`src/rtl/core/tli_pkg.sv`:
```
// shared widths, codes, types and rounding helpers for the trilinear interpolator
`default_nettype none

package tli_pkg;

  // number format
  localparam int VALUE_W  = 32;
  localparam int FRAC_W   = 16;
  localparam int CFG_W    = 32;

  // structure of one interpolation
  localparam int NUM_AXES    = 3;
  localparam int NUM_PAIRS   = 4;
  localparam int NUM_CORNERS = 8;

  // multiplier operand b carries an unsigned register or a signed weight
  localparam int MUL_B_W = ((VALUE_W > CFG_W) ? VALUE_W : CFG_W) + 1;
  localparam int PROD_W  = VALUE_W + MUL_B_W;
  localparam int GUARD_W = $clog2(NUM_CORNERS);
  localparam int ACC_W   = PROD_W + GUARD_W;

  // cycles from an accepted start to its done strobe
  localparam int PIPE_DEPTH = 12;

  // corners and z weights wait until the pair weights are ready
  localparam int CORNER_DLY = 5;
  localparam int Z_DLY      = 2;

  // register indexes
  localparam int IDX_W = 2;
  localparam logic [IDX_W-1:0] REG_INV_X = 2'd0;
  localparam logic [IDX_W-1:0] REG_INV_Y = 2'd1;
  localparam logic [IDX_W-1:0] REG_INV_Z = 2'd2;

  // constants
  localparam logic [CFG_W-1:0]         INV_RESET = CFG_W'(1) << FRAC_W;
  localparam logic signed [VALUE_W+1:0] ONE_EXT  = (VALUE_W+2)'(1) << FRAC_W;
  localparam logic signed [ACC_W-1:0]   RND_HALF = ACC_W'(1) << (FRAC_W - 1);
  localparam logic signed [VALUE_W-1:0] VALUE_MAX = {1'b0, {(VALUE_W-1){1'b1}}};
  localparam logic signed [VALUE_W-1:0] VALUE_MIN = {1'b1, {(VALUE_W-1){1'b0}}};

  // corner order 000, 001, 010, 100, 011, 101, 110, 111
  // pair products: 0 = left x left y, 1 = left x right y, 2 = right x left y, 3 = right right
  localparam int unsigned LANE_PAIR [NUM_CORNERS] = '{0, 0, 1, 2, 1, 2, 3, 3};
  // bit k set where corner k takes the right-hand z weight
  localparam logic [NUM_CORNERS-1:0] LANE_Z_RIGHT = 8'b1011_0010;

  // a saturated value and its clip flag
  typedef struct packed {
    logic signed [VALUE_W-1:0] value;
    logic                      clip;
  } fx_t;

  // both weights of one axis
  typedef struct packed {
    logic signed [VALUE_W-1:0] left;
    logic signed [VALUE_W-1:0] right;
    logic                      clip;
  } axis_w_t;

  // sign extend a product to accumulator width
  function automatic logic signed [ACC_W-1:0] ext_prod(input logic signed [PROD_W-1:0] p);
    return {{GUARD_W{p[PROD_W-1]}}, p};
  endfunction

  // round half up, drop fraction bits, clip to value width
  function automatic fx_t rnd_sat(input logic signed [ACC_W-1:0] x);
    logic signed [ACC_W-1:0]   sum;
    logic signed [ACC_W-1:0]   shifted;
    logic [ACC_W-VALUE_W:0]    top;
    fx_t                       res;
    sum     = x + RND_HALF;
    shifted = sum >>> FRAC_W;
    top     = shifted[ACC_W-1:VALUE_W-1];
    if ((&top) || (~|top)) begin
      res.value = shifted[VALUE_W-1:0];
      res.clip  = 1'b0;
    end else begin
      res.value = shifted[ACC_W-1] ? VALUE_MIN : VALUE_MAX;
      res.clip  = 1'b1;
    end
    return res;
  endfunction

endpackage

`default_nettype wire

```
`src/rtl/core/tli_fx_mul.sv`:
```
// fixed point multiply with rounding and saturation, two register stages
`default_nettype none

module tli_fx_mul
  import tli_pkg::*;
(
  input  wire logic                      clk,
  input  wire logic signed [VALUE_W-1:0] a,
  input  wire logic signed [MUL_B_W-1:0] b,
  input  wire logic                      clip_in,
  output fx_t                            res
);

  logic signed [PROD_W-1:0] prod;
  logic                     clip_q;
  fx_t                      rs;

  // full product
  always_ff @(posedge clk) begin
    prod   <= a * b;
    clip_q <= clip_in;
  end

  // round and clip
  always_comb begin
    rs = rnd_sat(ext_prod(prod));
  end

  always_ff @(posedge clk) begin
    res.value <= rs.value;
    res.clip  <= rs.clip | clip_q;
  end

endmodule

`default_nettype wire

```
`config.mk`:
```
export PLATFORM = sky130hd
export DESIGN_NAME = tli_fx_mul
export DESIGN_NICKNAME = d
export VERILOG_FILES = /design/src/rtl/core/tli_pkg.sv /design/src/rtl/core/tli_fx_mul.sv
export SDC_FILE = /design/constraint.sdc
export NUM_CORES = 2
export LEC_CHECK = 0
export ABC_AREA = 0
export BUFFER_PORTS_ARGS = -buffer_cell sky130_fd_sc_hd__clkbuf_2
export CAP_MARGIN = 25
export CORE_MARGIN = 5
export CORE_UTILIZATION = 41
export DETAILED_ROUTE_END_ITERATION = 10
export PLACE_DENSITY_LB_ADDON = 0.2
export SLEW_MARGIN = 30
export SYNTH_ARGS = -nofsm -noshare
export SYNTH_HDL_FRONTEND = slang
export SYNTH_SLANG_ARGS = --single-unit
```
`constraint.sdc`:
```
create_clock -name clk -period 9.9 [get_ports clk]
set_clock_uncertainty 0.05 [all_clocks]
set_input_delay 1.485 -clock clk [delete_from_list [all_inputs] [get_ports clk]]
set_output_delay 1.485 -clock clk [all_outputs]
set_load 0.02 [all_outputs]
```
==> flow_summary.json <==
{
  "clockBufferDepth": 2,
  "vias": 26600,
  "fin_setup_tns_ns": 0,
  "clock_latency_ns": 0.35,
  "fp-row-count": 114,
  "synth.area.top_cells": "fa_1, inv_1, and2_1, ha_1, nand2_1",
  "nets": 5505,
  "wire_per_inst_um": 18.9,
  "timing.final.crit_share": 0.911,
  "cts_inserted_buffers": 9,
  "dr.first_iter.drc_count": 1049,
  "fin_cells": 5428,
  "min_path_type": "flop to flop",
  "cts.htree.levels": 3,
  "multi_input_area_sq_um": 33400,
  "register_area_sq_um": 1680,
  "cp_data_required_time_ns": 10.08,
  "r2r_cells": 9,
  "io_pins": 100,
  "overflow": 0,
  "dieHeight_um": 321,
  "die_area_sq_um": 103000,
  "dr.pass1.iters": 5,
  "holdBufCountCts": 0,
  "grt_max_degree": 34,
  "synth_top_flop_cell": "dfxtp_1",
  "wl_mm": 103,
  "postSynthAreaPerCell_sq_um": 9.52,
  "hpwl_mm": 90.3,
  "antenna_found_initial": 4,
  "maxSlewHeadroom": 0.406,
  "detail_route.vias_per_cell": 4.90,
  "top_layer_used": "met5",
  "clkSlewWorstSetupHoldPaths_ns": 0.06,
  "start_util": 0.412,
  "fin_crit_ns": 9.02,
  "synth_seq_cells": 84,
  "gp_congestion": 0.875,
  "wl_met1_mm": 40.7,
  "root_buffer": "clkbuf_16",
  "post_cts_buffers": 0,
  "cts_sinks": 84,
  "cp-start-kind": "input pin",
  "drive_gt1_frac": 0.0583,
  "die_w_um": 321,
  "hold_depth": 1,
  "rsz0062_at_grt": "no",
  "ys_types": 68,
  "syn-cell-area_sq_um": 39600,
  "worst_slew_pin_slew_ns": 0.891,
  "wl_met2_mm": 56.2,
  "finalMaxSlewViolations": 0,
  "synth.net_count": 5526,
  "core-area_sq_um": 96300,
  "synth_enable_flop_cells": 0,
  "dp_slack_ns": 0.529,
  "path_class": "input pin to flop",
  "cts_resized": 0,
  "routed-wl-met3_mm": 2.51,
  "fmax_mhz": 111,
  "yosysTopAreaCellShare": 0.561,
  "grt_pass1_vias": 30800,
  "synthArstFlopShare": 0,
  "area_delta_synth_final_pct": 5.51,
  "setup_viol": 0,
  "drc": 0,
  "hold_violations": 0,
  "setup_slack_ns": 0.877,
  "yosysWarnings": 0,
  "crit_path_max_fanout": 19,
  "port_buffers": 99,
  "track_usage": 0.209,
  "worst_ep_arrival_time_ns": 9.20,
  "end_kind": "flop",
  "run_status": "finished clean",
  "dp_cells": 5408,
  "detail-route-antenna-nets": 0,
  "nFillCells": 9590,
  "synth_seq_area_share": 0.0424,
  "timing.max_cap.violations": 0,
  "yosysTopAreaCell": "fa_1",
  "synth_cells": 4165,
  "tritoncts": "built",
  "grt_first_pass_wirelength_mm": 171
}
[layout by cell type, fill, tap and decap left out, types with 4 or more instances in the layout]
cell          n
nand3_1      31
nor3_1       12
ha_1        183
fa_1       1111
a21oi_2      30
clkbuf_16     9
nor2_1       68
xor2_1       38
o21ai_0      21
nor2b_1       6
o21bai_1     12
and2_1      531
a221oi_1      5
mux2i_1       4
inv_1      1000
and3_1       20
xnor2_1      60
dfxtp_1      84
buf_4        78
clkbuf_2     99
and4_1        7
o211ai_1      9
a21o_1       19
o21a_1        5
nand2b_1     14
nand4_1      20
a31oi_1       9
nand2_1     542
a21oi_1      53
[layout make-up]
class,count,share of cell area
multi-input cells,2871,0.798
clock inverters,4,0.00120
repair buffers,178,0.0265
diodes,3,0.000179
inverters,1000,0.0897
clock buffers,12,0.00565
flip-flops and latches,84,0.0402
well taps,1276,0.0382
[cell usage after synthesis (14+ instances only)]
cell type / n
inv_1: 1000
a21oi_2: 30
nand2b_1: 14
nand2_1: 542
and2_1: 531
fa_1: 1111
nand4_1: 20
ha_1: 183
nor2_1: 68
dfxtp_1: 84
and3_1: 20
a21oi_1: 53
xnor2_1: 60
a21o_1: 19
o21ai_0: 21
nand3_1: 31
clkbuf_1: 201
xor2_1: 38
[worst paths after layout]
kind	from	end	slack, ns
min reg2reg	clip_q	res[0]	0.36
min	clip_q	res[0]	0.36
max	b[32]	prod[54]	0.88
max reg2reg	prod[26]	res[1]	6.55
[sequential cells by signal (all words and copies together) (netlist names)]
| name | cells |
|---|---|
| res | 33 |
| clip_q | 1 |
| prod | 50 |
[logic make-up after synthesis]
| logic type | share of synthesized area |
|---|---|
| buf+inv | 0.115 |
| simple gates | 0.165 |
| fa+ha+maj | 0.619 |
| flops | 0.0424 |
| xor+xnor | 0.0217 |
| mux | 0.00158 |
| compound gates | 0.0354 |
[critical path, stage by stage]
cell	delay [ns]
clkbuf_2	0.40
buf_4	0.29
nand2_1	0.15
fa_1	0.59
fa_1	0.85
fa_1	0.52
fa_1	0.51
inv_1	0.05
fa_1	0.58
fa_1	0.44
fa_1	0.48
inv_1	0.05
fa_1	0.49
inv_1	0.04
ha_1	0.35
a21oi_1	0.16
o21ai_0	0.17
o21a_1	0.23
o211a_1	0.21
and3_1	0.20
or3_1	0.37
a31oi_1	0.33
o21bai_1	0.12
xor2_1	0.14
[through the flow]
stage | area, sq um | utilization | hold WS, ns
2_1_floorplan | 39600 | - | 0.336
3_3_place_gp | 41500 | 0.431 | 0.343
3_5_place_dp | 41500 | 0.431 | 0.351
4_1_cts | 41800 | 0.434 | 0.365
5_1_grt | 41800 | 0.434 | 0.397
6_report | 41800 | 0.434 | 0.358
[per-layer routing]
metal	vias to the layer above	global-route usage
met5	-	0
met4	4	0.0510
met3	142	0.0154
met2	419	0.402
met1	14100	0.255
li1	11900	-
Power is not shown: default switching activity piles up to over one toggle a cycle in this logic, so the estimate is an artifact.
